<file path="config.mk">
export PLATFORM = sky130hd
export DESIGN_NAME = http2_frame_deframer_top
export DESIGN_NICKNAME = d
export VERILOG_FILES = /design/src/design/hdf_pkg.sv /design/src/design/hdf_front.sv /design/src/design/hdf_queue.sv /design/src/design/hdf_back.sv /design/src/design/http2_frame_deframer_top.sv
export SDC_FILE = /design/constraint.sdc
export NUM_CORES = 2
export LEC_CHECK = 0
export ABC_AREA = 1
export BUFFER_PORTS_ARGS = -buffer_cell sky130_fd_sc_hd__buf_2
export CORE_MARGIN = 2
export CORE_UTILIZATION = 50
export DETAILED_ROUTE_END_ITERATION = 10
export HOLD_SLACK_MARGIN = 0.03
export MAX_ROUTING_LAYER = met4
export PLACE_DENSITY_LB_ADDON = 0.2
export SETUP_SLACK_MARGIN = 0.4
export SLEW_MARGIN = 10
export SYNTH_ARGS = -nofsm -noshare
export SYNTH_HDL_FRONTEND = slang
export SYNTH_SLANG_ARGS = --single-unit
</file>
<file path="constraint.sdc">
create_clock -name clk -period 20.8 [get_ports clk]
set_clock_uncertainty 0.1 [all_clocks]
set_input_delay 1.04 -clock clk [delete_from_list [all_inputs] [get_ports clk]]
set_output_delay 1.04 -clock clk [all_outputs]
set_load 0.01 [all_outputs]
</file>
<file path="src/design/hdf_pkg.sv">
// ----------------------------------------------------------------------------
// hdf_pkg
// Types, codes and helpers shared by the HTTP/2 frame deframer modules.
// ----------------------------------------------------------------------------
package hdf_pkg;

  localparam int QueueDepthDefault = 4;

  localparam logic [3:0] HDR_LEN = 4'd9;
  localparam logic [3:0] HDR_LAST = 4'd8;

  localparam int FLAG_PADDED_BIT = 3;
  localparam int FLAG_PRIORITY_BIT = 5;
  localparam int FLAG_END_HEADERS_BIT = 2;
  localparam int FLAG_ACK_BIT = 0;

  localparam logic [23:0] FIXED_LEN = 24'd4;
  localparam logic [23:0] GOAWAY_MIN = 24'd8;

  localparam logic [7:0] T_DATA = 8'd0;
  localparam logic [7:0] T_HEADERS = 8'd1;
  localparam logic [7:0] T_RST = 8'd3;
  localparam logic [7:0] T_SETTINGS = 8'd4;
  localparam logic [7:0] T_PUSH = 8'd5;
  localparam logic [7:0] T_GOAWAY = 8'd7;
  localparam logic [7:0] T_WINDOW = 8'd8;
  localparam logic [7:0] T_CONT = 8'd9;

  localparam logic [3:0] ERR_SET_IN_BLOCK = 4'd0;
  localparam logic [3:0] ERR_SET_ON_STREAM = 4'd1;
  localparam logic [3:0] ERR_SET_ACK_LEN = 4'd2;
  localparam logic [3:0] ERR_DATA_IN_BLOCK = 4'd3;
  localparam logic [3:0] ERR_DATA_STREAM0 = 4'd4;
  localparam logic [3:0] ERR_WIN_IN_BLOCK = 4'd5;
  localparam logic [3:0] ERR_SIZE = 4'd6;
  localparam logic [3:0] ERR_RST_ID_ZERO = 4'd7;
  localparam logic [3:0] ERR_HDR_IN_BLOCK = 4'd8;
  localparam logic [3:0] ERR_HDR_STREAM0 = 4'd9;
  localparam logic [3:0] ERR_PUSH_IN_BLOCK = 4'd10;
  localparam logic [3:0] ERR_PUSH_STREAM0 = 4'd11;
  localparam logic [3:0] ERR_CONT_NO_BLOCK = 4'd12;
  localparam logic [3:0] ERR_GOAWAY_STREAM = 4'd13;
  localparam logic [3:0] ERR_UNKNOWN = 4'd14;

  localparam logic [2:0] SET_PAIR_LAST = 3'd5;

  typedef enum logic [1:0] {
    REC_PAYLOAD = 2'd0,
    REC_SETTING = 2'd1,
    REC_DONE    = 2'd2,
    REC_ERROR   = 2'd3
  } rec_kind_t;

  typedef struct packed {
    rec_kind_t   kind;
    logic [3:0]  ftype;
    logic [31:0] stream;
    logic [7:0]  flags;
    logic [7:0]  pbyte;
    logic [31:0] v1;
    logic [31:0] v2;
    logic [3:0]  code;
    logic        last;
  } rec_t;

  // Up to two records caused by one input byte.
  typedef struct packed {
    logic [1:0] cnt;
    rec_t       r1;
    rec_t       r0;
  } bundle_t;

  function automatic rec_t mk_rec(rec_kind_t k, logic [7:0] ty, logic [31:0] st,
                                  logic [7:0] fl, logic [7:0] by, logic [31:0] a,
                                  logic [31:0] c, logic [3:0] fc);
    rec_t r;
    r.kind = k;
    r.ftype = ty[3:0];
    r.stream = st;
    r.flags = fl;
    r.pbyte = by;
    r.v1 = a;
    r.v2 = c;
    r.code = fc;
    r.last = 1'b0;
    return r;
  endfunction

  // Bytes ahead of the fragment: pad length, priority, promised id.
  function automatic logic [2:0] lead_len(logic [7:0] ty, logic [7:0] fl);
    logic [2:0] pad;
    pad = {2'b00, fl[FLAG_PADDED_BIT]};
    if (ty == T_DATA) return pad;
    if (ty == T_HEADERS) return pad + (fl[FLAG_PRIORITY_BIT] ? 3'd5 : 3'd0);
    if (ty == T_PUSH) return pad + 3'd4;
    return 3'd0;
  endfunction

  // x mod 6 for x below 512: reciprocal multiply, exact in that range.
  function automatic logic [2:0] mod6(logic [8:0] x);
    logic [16:0] prod;
    logic [8:0] q;
    logic [8:0] r;
    prod = 17'(x) * 17'd171;
    q = {2'b00, prod[16:10]};
    r = x - 9'(q * 9'd6);
    return r[2:0];
  endfunction

endpackage

</file>
<file path="src/design/hdf_front.sv">
// ----------------------------------------------------------------------------
// hdf_front
// Header collection, frame checks, payload walk; one byte per cycle on take.
// ----------------------------------------------------------------------------
module hdf_front import hdf_pkg::*; (
  input  logic       clk,
  input  logic       rst,
  input  logic       take,
  input  logic [7:0] in_byte,
  output bundle_t    bundle,
  output logic       halted
);

  logic [3:0]  hc, hc_next;
  logic [23:0] flen, flen_next;
  logic [7:0]  ftype, ftype_next;
  logic [7:0]  fflags, fflags_next;
  logic [31:0] fstream, fstream_next;
  logic [23:0] pc, pc_next;
  logic [7:0]  pad, pad_next;
  logic [63:0] acc, acc_next;
  logic        pend, pend_next;
  logic [31:0] pstream, pstream_next;
  logic        halted_next;
  logic [2:0]  lmod, lmod_next;
  logic [2:0]  sph, sph_next;

  always_ff @(posedge clk) begin
    if (rst) begin
      hc <= '0; flen <= '0; ftype <= '0; fflags <= '0; fstream <= '0;
      pc <= '0; pad <= '0; acc <= '0; pend <= 1'b0; pstream <= '0;
      halted <= 1'b0; lmod <= '0; sph <= '0;
    end else begin
      hc <= hc_next; flen <= flen_next; ftype <= ftype_next;
      fflags <= fflags_next; fstream <= fstream_next; pc <= pc_next;
      pad <= pad_next; acc <= acc_next; pend <= pend_next;
      pstream <= pstream_next; halted <= halted_next; lmod <= lmod_next;
      sph <= sph_next;
    end
  end

  always_comb begin
    rec_t        recs [2];
    logic [1:0]  cnt;
    logic        fin;
    logic        failed;
    logic        cv;
    logic [3:0]  code;
    logic        z;
    logic [23:0] lead;
    logic [23:0] b24;
    logic [31:0] st;
    logic [31:0] v1;
    logic [31:0] v2;
    logic        dataish;

    hc_next = hc; flen_next = flen; ftype_next = ftype; fflags_next = fflags;
    fstream_next = fstream; pc_next = pc; pad_next = pad; acc_next = acc;
    pend_next = pend; pstream_next = pstream; halted_next = halted;
    lmod_next = lmod; sph_next = sph;
    recs[0] = '0; recs[1] = '0;
    cnt = 2'd0; fin = 1'b0; failed = 1'b0; cv = 1'b0; code = '0;
    b24 = {16'd0, in_byte};
    z = 1'b0; lead = '0; st = '0; v1 = '0; v2 = '0; dataish = 1'b0;

    if (take && !halted) begin
      if (hc != HDR_LEN) begin
        case (hc)
          4'd0: begin
            flen_next = b24;
            lmod_next = mod6({1'b0, in_byte});
          end
          4'd1, 4'd2: begin
            flen_next = {flen[15:0], in_byte};
            lmod_next = mod6({4'd0, lmod, 2'b00} + {1'b0, in_byte});
          end
          4'd3: ftype_next = in_byte;
          4'd4: fflags_next = in_byte;
          4'd5: fstream_next = {24'd0, in_byte};
          default: fstream_next = {fstream[23:0], in_byte};
        endcase
        if (hc != HDR_LAST) begin
          hc_next = hc + 4'd1;
        end else begin
          pc_next = '0; pad_next = '0; acc_next = '0; sph_next = '0;
          z = (fstream_next == 32'd0);
          lead = {21'd0, lead_len(ftype_next, fflags_next)};
          cv = 1'b1;
          case (ftype_next)
            T_SETTINGS: begin
              if (pend) code = ERR_SET_IN_BLOCK;
              else if (!z) code = ERR_SET_ON_STREAM;
              else if (fflags_next[FLAG_ACK_BIT] && flen_next != 24'd0) code = ERR_SET_ACK_LEN;
              else if (lmod_next != 3'd0) code = ERR_SIZE;
              else cv = 1'b0;
            end
            T_DATA: begin
              if (pend) code = ERR_DATA_IN_BLOCK;
              else if (z) code = ERR_DATA_STREAM0;
              else if (flen_next < lead) code = ERR_SIZE;
              else cv = 1'b0;
            end
            T_WINDOW: begin
              if (pend) code = ERR_WIN_IN_BLOCK;
              else if (flen_next != FIXED_LEN) code = ERR_SIZE;
              else cv = 1'b0;
            end
            T_RST: begin
              if (flen_next != FIXED_LEN) code = ERR_SIZE;
              else if (z) code = ERR_RST_ID_ZERO;
              else cv = 1'b0;
            end
            T_HEADERS: begin
              if (pend) code = ERR_HDR_IN_BLOCK;
              else if (z) code = ERR_HDR_STREAM0;
              else if (flen_next < lead) code = ERR_SIZE;
              else cv = 1'b0;
            end
            T_PUSH: begin
              if (pend) code = ERR_PUSH_IN_BLOCK;
              else if (z) code = ERR_PUSH_STREAM0;
              else if (flen_next < lead) code = ERR_SIZE;
              else cv = 1'b0;
            end
            T_CONT: begin
              if (!pend) code = ERR_CONT_NO_BLOCK;
              else cv = 1'b0;
            end
            T_GOAWAY: begin
              if (!z) code = ERR_GOAWAY_STREAM;
              else if (flen_next < GOAWAY_MIN) code = ERR_SIZE;
              else cv = 1'b0;
            end
            default: code = ERR_UNKNOWN;
          endcase
          if (cv) begin
            failed = 1'b1;
          end else if (flen_next == 24'd0) begin
            fin = 1'b1;
          end else begin
            hc_next = HDR_LEN;
          end
        end
      end else begin
        // Payload walk.
        lead = {21'd0, lead_len(ftype, fflags)};
        dataish = (ftype == T_DATA) || (ftype == T_HEADERS) || (ftype == T_PUSH);
        if (dataish) begin
          if (fflags[FLAG_PADDED_BIT] && pc == 24'd0) begin
            pad_next = in_byte;
            if (b24 > flen - lead) begin
              failed = 1'b1;
              code = ERR_SIZE;
            end
          end else if (pc < lead) begin
            if (ftype == T_PUSH && (pc + 24'd4 >= lead)) acc_next = {acc[55:0], in_byte};
          end else if (pc < flen - {16'd0, pad}) begin
            recs[0] = mk_rec(REC_PAYLOAD, ftype, fstream, fflags, in_byte, '0, '0, '0);
            cnt = 2'd1;
          end
        end else if (ftype == T_CONT) begin
          recs[0] = mk_rec(REC_PAYLOAD, ftype, pstream, fflags, in_byte, '0, '0, '0);
          cnt = 2'd1;
        end else if (ftype == T_SETTINGS) begin
          acc_next = {acc[55:0], in_byte};
          if (sph == SET_PAIR_LAST) begin
            recs[0] = mk_rec(REC_SETTING, ftype, fstream, fflags, 8'd0,
                             {16'd0, acc_next[47:32]}, acc_next[31:0], '0);
            cnt = 2'd1;
            acc_next = '0;
            sph_next = '0;
          end else begin
            sph_next = sph + 3'd1;
          end
        end else if (pc < 24'd8) begin
          acc_next = {acc[55:0], in_byte};
        end
        if (!failed) begin
          pc_next = pc + 24'd1;
          if (pc_next == flen) fin = 1'b1;
        end
      end

      if (failed) begin
        recs[0] = mk_rec(REC_ERROR, ftype_next, fstream_next, fflags_next, 8'd0,
                         '0, '0, code);
        cnt = 2'd1;
        halted_next = 1'b1;
        hc_next = '0;
      end

      if (fin) begin
        st = fstream_next;
        case (ftype_next)
          T_WINDOW, T_RST, T_PUSH: v1 = acc_next[31:0];
          T_GOAWAY: begin
            v1 = acc_next[63:32];
            v2 = acc_next[31:0];
          end
          T_CONT: st = pstream;
          default: ;
        endcase
        recs[cnt[0]] = mk_rec(REC_DONE, ftype_next, st, fflags_next, 8'd0, v1, v2, '0);
        cnt = cnt + 2'd1;
        if (ftype_next == T_HEADERS || ftype_next == T_PUSH) begin
          if (!fflags_next[FLAG_END_HEADERS_BIT]) begin
            pend_next = 1'b1;
            pstream_next = fstream_next;
          end
        end else if (ftype_next == T_CONT && fflags_next[FLAG_END_HEADERS_BIT]) begin
          pend_next = 1'b0;
        end
        hc_next = '0;
      end

      if (cnt != 2'd0) recs[cnt[1]].last = 1'b1;
    end

    bundle.cnt = cnt;
    bundle.r0 = recs[0];
    bundle.r1 = recs[1];
  end

endmodule

</file>
<file path="src/design/hdf_queue.sv">
// ----------------------------------------------------------------------------
// hdf_queue
// Small register queue of record bundles between front and back.
// ----------------------------------------------------------------------------
module hdf_queue import hdf_pkg::*; #(
  parameter int DEPTH = QueueDepthDefault
) (
  input  logic    clk,
  input  logic    rst,
  input  logic    push,
  input  bundle_t wr_data,
  input  logic    pop,
  output bundle_t rd_data,
  output logic    full,
  output logic    empty
);

  localparam int PTR_W = (DEPTH > 1) ? $clog2(DEPTH) : 1;
  localparam int CNT_W = $clog2(DEPTH + 1);

  bundle_t            mem [DEPTH];
  logic [PTR_W-1:0]   wr_ptr, rd_ptr;
  logic [CNT_W-1:0]   count;
  logic               do_push, do_pop;

  assign full = (count == CNT_W'(DEPTH));
  assign empty = (count == '0);
  assign do_push = push && !full;
  assign do_pop = pop && !empty;
  assign rd_data = mem[rd_ptr];

  always_ff @(posedge clk) begin
    if (do_push) mem[wr_ptr] <= wr_data;
  end

  always_ff @(posedge clk) begin
    if (rst) begin
      wr_ptr <= '0;
      rd_ptr <= '0;
      count <= '0;
    end else begin
      if (do_push) wr_ptr <= (wr_ptr == PTR_W'(DEPTH - 1)) ? '0 : wr_ptr + 1'b1;
      if (do_pop) rd_ptr <= (rd_ptr == PTR_W'(DEPTH - 1)) ? '0 : rd_ptr + 1'b1;
      if (do_push && !do_pop) count <= count + 1'b1;
      else if (do_pop && !do_push) count <= count - 1'b1;
    end
  end

endmodule

</file>
<file path="src/design/hdf_back.sv">
// ----------------------------------------------------------------------------
// hdf_back
// Serialize each queued bundle into one or two output records.
// ----------------------------------------------------------------------------
module hdf_back import hdf_pkg::*; (
  input  logic    clk,
  input  logic    rst,
  input  bundle_t head,
  input  logic    empty,
  input  logic    out_ready,
  output logic    out_valid,
  output rec_t    rec,
  output logic    pop
);

  logic sel, sel_next;

  always_ff @(posedge clk) begin
    if (rst) sel <= 1'b0;
    else sel <= sel_next;
  end

  assign out_valid = !empty;
  assign rec = sel ? head.r1 : head.r0;

  always_comb begin
    pop = 1'b0;
    sel_next = sel;
    if (out_valid && out_ready) begin
      if (sel || head.cnt == 2'd1) begin
        pop = 1'b1;
        sel_next = 1'b0;
      end else begin
        sel_next = 1'b1;
      end
    end
  end

endmodule

</file>
<file path="src/design/http2_frame_deframer_top.sv">
// ----------------------------------------------------------------------------
// http2_frame_deframer_top
// HTTP/2 frame deframer: bytes in, payload/settings/done/error records out.
// ----------------------------------------------------------------------------
// The block takes one byte of an HTTP/2 frame stream per cycle on the slave
// stream side and emits records on the master side. Every byte is classified
// in the cycle it is accepted (header collection, frame checks, padding and
// priority skipping, field decode) and causes zero, one or two records: a
// payload byte, a SETTINGS pair, a frame-done record, or an error. The bundle
// goes into a short queue (QUEUE_DEPTH entries) and the back end plays it out
// one record per cycle while m_tready is high; a byte is taken every cycle
// while the queue has room. Two-record bytes (final payload byte or SETTINGS
// pair plus frame-done) go out as two records. Bundles are registered in the
// queue. An error record halts the block: later bytes are still accepted but
// dropped until reset. tlast marks the last record caused by one byte.
// ----------------------------------------------------------------------------
module http2_frame_deframer_top import hdf_pkg::*; #(
  parameter int QUEUE_DEPTH = QueueDepthDefault
) (
  input  logic         clk,
  input  logic         rst,
  input  logic         s_tvalid,
  output logic         s_tready,
  input  logic [7:0]   s_tdata,   // [7:0] in_byte
  output logic         m_tvalid,
  input  logic         m_tready,
  // [3:0] frame_kind, [35:4] stream_ident, [43:36] flag_bits,
  // [51:44] payload_byte, [83:52] value_first, [115:84] value_second,
  // [119:116] fault_code
  output logic [119:0] m_tdata,
  output logic [1:0]   m_tuser,   // [1:0] record_kind
  output logic         m_tlast    // last_of_run
);

  bundle_t front_bundle;
  bundle_t q_head;
  logic    halted;
  logic    take;
  logic    q_push, q_pop, q_full, q_empty;
  rec_t    rec;

  // Accept whenever the queue has room.
  assign s_tready = !q_full;
  assign take = s_tvalid && s_tready;
  assign q_push = take && (front_bundle.cnt != 2'd0);

  hdf_front u_front (
    .clk     (clk),
    .rst     (rst),
    .take    (take),
    .in_byte (s_tdata),
    .bundle  (front_bundle),
    .halted  (halted)
  );

  hdf_queue #(.DEPTH(QUEUE_DEPTH)) u_queue (
    .clk     (clk),
    .rst     (rst),
    .push    (q_push),
    .wr_data (front_bundle),
    .pop     (q_pop),
    .rd_data (q_head),
    .full    (q_full),
    .empty   (q_empty)
  );

  hdf_back u_back (
    .clk       (clk),
    .rst       (rst),
    .head      (q_head),
    .empty     (q_empty),
    .out_ready (m_tready),
    .out_valid (m_tvalid),
    .rec       (rec),
    .pop       (q_pop)
  );

  assign m_tdata = {rec.code, rec.v2, rec.v1, rec.pbyte, rec.flags, rec.stream, rec.ftype};
  assign m_tuser = rec.kind;
  assign m_tlast = rec.last;

  // An error record always ends its run.
  a_err_last: assert property (@(posedge clk) disable iff (rst)
    (m_tvalid && m_tuser == REC_ERROR) |-> m_tlast)
    else $error("error record without tlast");

  // Nothing is queued once halted.
  a_halt_quiet: assert property (@(posedge clk) disable iff (rst)
    halted |-> !q_push)
    else $error("record produced while halted");

  // Output valid exactly when the queue holds a bundle.
  a_valid_queue: assert property (@(posedge clk) disable iff (rst)
    m_tvalid == !q_empty)
    else $error("output valid out of step with queue");

endmodule
</file>
==> impl_metrics.py <==
metrics = {
    "layout": {
        "seq_area_um2": 32400,
        "multi_input_area_um2": 21900,
        "drive_gt1_frac": 0.0684,
        "final.fill_count": 10200,
        "layout.nets": 6527,
        "area_delta_synth_final_pct": 10.5,
    },
    "die": {
        "row_count": 124,
        "die_area_um2": 118000,
        "start_util": 0.504,
        "core_area_um2": 114000,
        "boundaryPins": 137,
        "die_x_um": 343,
        "die_h_um": 343,
    },
    "global_route": {
        "grt_max_degree": 181,
        "grt_pass1_vias": 42800,
        "grt.overflow.total": 0,
        "grt_usage": 0.285,
        "grt_pass1_wl_mm": 253,
        "grt_antenna_before_repair": 10,
    },
    "logic_synthesis": {
        "synth-simple-area-share": 0.155,
        "syn_area_um2": 57500,
        "yosys_warnings": 0,
        "yosys-mux-area-fraction": 0,
        "synth-compound-area-share": 0.165,
        "synthXorXnorAreaFrac": 0.0140,
        "async_flop_share": 0,
        "synthCells": 6316,
        "ys_types": 59,
        "synth_edf_count": 932,
        "synth_seq_area_share": 0.564,
        "synth_top_flop_cell": "edfxtp_1",
        "synth_top_family_by_area": "compound AO/OA/AOI/OAI gates",
        "avgSynthCellArea_um2": 9.10,
        "synth_seq_cells": 1154,
        "synthAdderAreaFrac": 0.0363,
    },
    "setup_path": {
        "cp_common_cell": "nand2_1",
        "worst-setup-path-type": "in -> reg",
        "startpoint_type": "input pin",
        "slowest_delay_ns": 0.84,
        "worstPathMaxFanout": 62,
        "crit_arrival_ns": 10.88,
        "slowest_stage": "buf_4",
        "required_ns": 21.05,
        "end_kind": "register",
    },
    "sta": {
        "fin_crit_sh": 0.512,
        "hold-worst-slack_ns": 0.368,
        "relSlewSlack": 0.176,
        "fin_crit_ns": 10.64,
        "rsz0062_at_grt": "no",
        "hold_viol": 0,
        "finalSetupViolCount": 0,
        "worst_slew_pin_slew_ns": 1.22,
        "setup_ws_ns": 10.16,
        "drv_slew": 0,
        "max_clock_freq_mhz": 94.0,
        "setup-tns-final_ns": 0,
    },
    "power_and_ir_drop": {
        "switching_power_w": 0.00360,
        "power.density_nw_per_um2": 136,
        "seq_power_share": 0.325,
        "p_comb_frac": 0.422,
        "internal_power_w": 0.00502,
        "switching_share": 0.417,
        "ir_drop_mv": 0.139,
        "leakage_nw": 23.6,
        "pwr-share-clk": 0.252,
    },
    "job": {
        "maxCapViolCount": 0,
    },
    "route": {
        "wl_per_cell_um": 20.9,
        "firstDrtPassIters": 8,
        "via_count": 46100,
        "routed_wl_mm": 167,
        "drt_iter0_markers": 4847,
        "ant_nets": 0,
        "vias_per_cell": 5.78,
        "drc_errors": 0,
    },
    "placement": {
        "dp_hpwl_mm": 101,
        "portBuffers": 136,
        "place_ws_ns": 9.42,
        "routabilityCongestion": 0.921,
    },
    "clocking": {
        "cts.repair.resized": 0,
        "cts_buffer_depth": 3,
        "postCtsHoldBufs": 0,
        "worstSkewPairLatency_ns": 0.73,
        "htreeDepth": 3,
        "cts_root_buffer": "clkbuf_16",
        "numCtsBuffers": 117,
        "cts_tree": "yes",
        "path_clk_slew_ns": 0.06,
        "post-cts-setup-buffer-count": 0,
        "cts_sinks": 1154,
    },
    "status": {
        "status": "complete, no violations",
    },
    "worst_hold_path": {
        "min-delay-path-class": "reg -> reg",
    },
}
synth_stat cells (8+ instances only):
master / number / area [µm²]
a21oi_1: 411 / 2060
buf_1: 45 / 169
o22ai_1: 217 / 1360
nand3_1: 181 / 906
nor4_1: 13 / 81.3
a31oi_1: 112 / 701
o21ai_0: 809 / 4050
buf_6: 8 / 90.1
nand2_1: 734 / 2760
edfxtp_1: 932 / 28000
nand4_1: 31 / 194
nor3_1: 39 / 195
o21ai_1: 27 / 135
inv_2: 13 / 48.8
a211oi_1: 35 / 263
buf_2: 25 / 125
xor2_1: 86 / 753
inv_1: 556 / 2090
a21boi_0: 12 / 90.1
ha_1: 122 / 1530
clkbuf_1: 315 / 1180
o221ai_1: 34 / 298
dfxtp_1: 222 / 4440
fa_1: 28 / 561
nor2_1: 1191 / 4470
buf_4: 10 / 75.1
o211ai_1: 29 / 218
power groups by stage:
stage	logic [W]	registers [W]	clock network [W]
2_1_floorplan	0.00250	0.00283	0
3_3_place_gp	0.00355	0.00284	0
3_5_place_dp	0.00358	0.00285	0
4_1_cts	0.00360	0.00280	0.00220
5_1_grt	0.00405	0.00282	0.00228
6_report	0.00364	0.00280	0.00218
per-stage QoR:
| stage | area, µm² | cells | util | total power [W] |
|---|---|---|---|---|
| after floorplan | 58000 | 6447 | - | 0.00533 |
| after global placement | 59600 | 7758 | 0.522 | 0.00640 |
| after detailed placement | 59600 | 7758 | 0.522 | 0.00643 |
| after CTS | 63500 | 7973 | 0.556 | 0.00860 |
| after global routing | 63500 | 7975 | 0.556 | 0.00915 |
| final | 63500 | 7975 | 0.556 | 0.00862 |
worst max-delay path, delay by kind of cell:
family | cells | cell delay, ns
AOI/OAI and AO/OA | 2 | 0.26
adders and majority gates | 9 | 3.46
buffers and inverters | 10 | 2.99
and+or+nand+nor | 21 | 2.97
state kept, by name, summed over array words and instances, names as in the netlist, named ones only:
register and cells:
u_queue.mem 932, u_front.acc 64, u_front.fstream 32, u_front.pstream 32, u_front.flen 24, u_front.pc 24
u_front.fflags 8, u_front.ftype 8, u_front.pad 8, u_front.hc 4, u_front.lmod 3, u_front.sph 3
u_queue.count 3, u_queue.rd_ptr 2, u_queue.wr_ptr 2, u_back.sel 1, u_front.halted 1, u_front.pend 1
area by class of cell:
class / instances / share of cell area
clock inverters: 66 / 0.0134
inverters: 575 / 0.0344
clock buffers: 149 / 0.0483
repair buffers: 202 / 0.0189
well taps: 1512 / 0.0298
diodes: 2 / 0.0000788
flip-flops and latches: 1154 / 0.511
multi-input cells: 4315 / 0.344
layer usage:
layer	part of all wire	global-route usage	vias up	routed length [µm]
met1	0.44	0.404	22000	72800
met3	0.095	0.0464	261	15700
met2	0.44	0.426	2056	73800
met4	0.025	0.0797	0	4160
met5	0	-	-	0
li1	-	-	21700	-
final timing paths:
check / startpoint / to / slack, ns / cells after the start
setup / recovery: s_tdata[2] / u_queue.mem[3][51] / 10.16 / 42
hold / removal: u_front.fflags[2] / u_front.fflags[2] / 0.37 / 2
setup reg to reg: u_front.lmod[0] / u_queue.mem[3][51] / 10.52 / 41
hold reg to reg: u_front.fflags[2] / u_front.fflags[2] / 0.37 / 2
placed cells by master (no fill, tap or decap), types with 28 or more instances in the layout:
cell type	synthesis	routed
a211oi_1	35	35
a21oi_1	411	410
a31oi_1	112	112
buf_2	25	135
buf_4	10	65
clkbuf_1	315	30
clkbuf_16	0	117
conb_1	1	132
dfxtp_1	222	220
edfxtp_1	932	932
fa_1	28	28
ha_1	122	122
inv_1	556	552
nand2_1	734	733
nand3_1	181	180
nand4_1	31	31
nor2_1	1191	1183
nor3_1	39	37
o211ai_1	29	29
o21ai_0	809	809
o221ai_1	34	34
o22ai_1	217	217
xor2_1	86	86
cell families (layout without fill, tap and decap cells):
family                     after synthesis  after routing
and+or+nand+nor                       2220           2220
AOI/OAI and AO/OA                     1721           1721
DFF                                   1154           1154
buffers and inverters                  978            992
adders and majority gates              150            150
xor gates and xnor gates                92             92
other                                    1            134
Power figures use the tool's default switching activity.
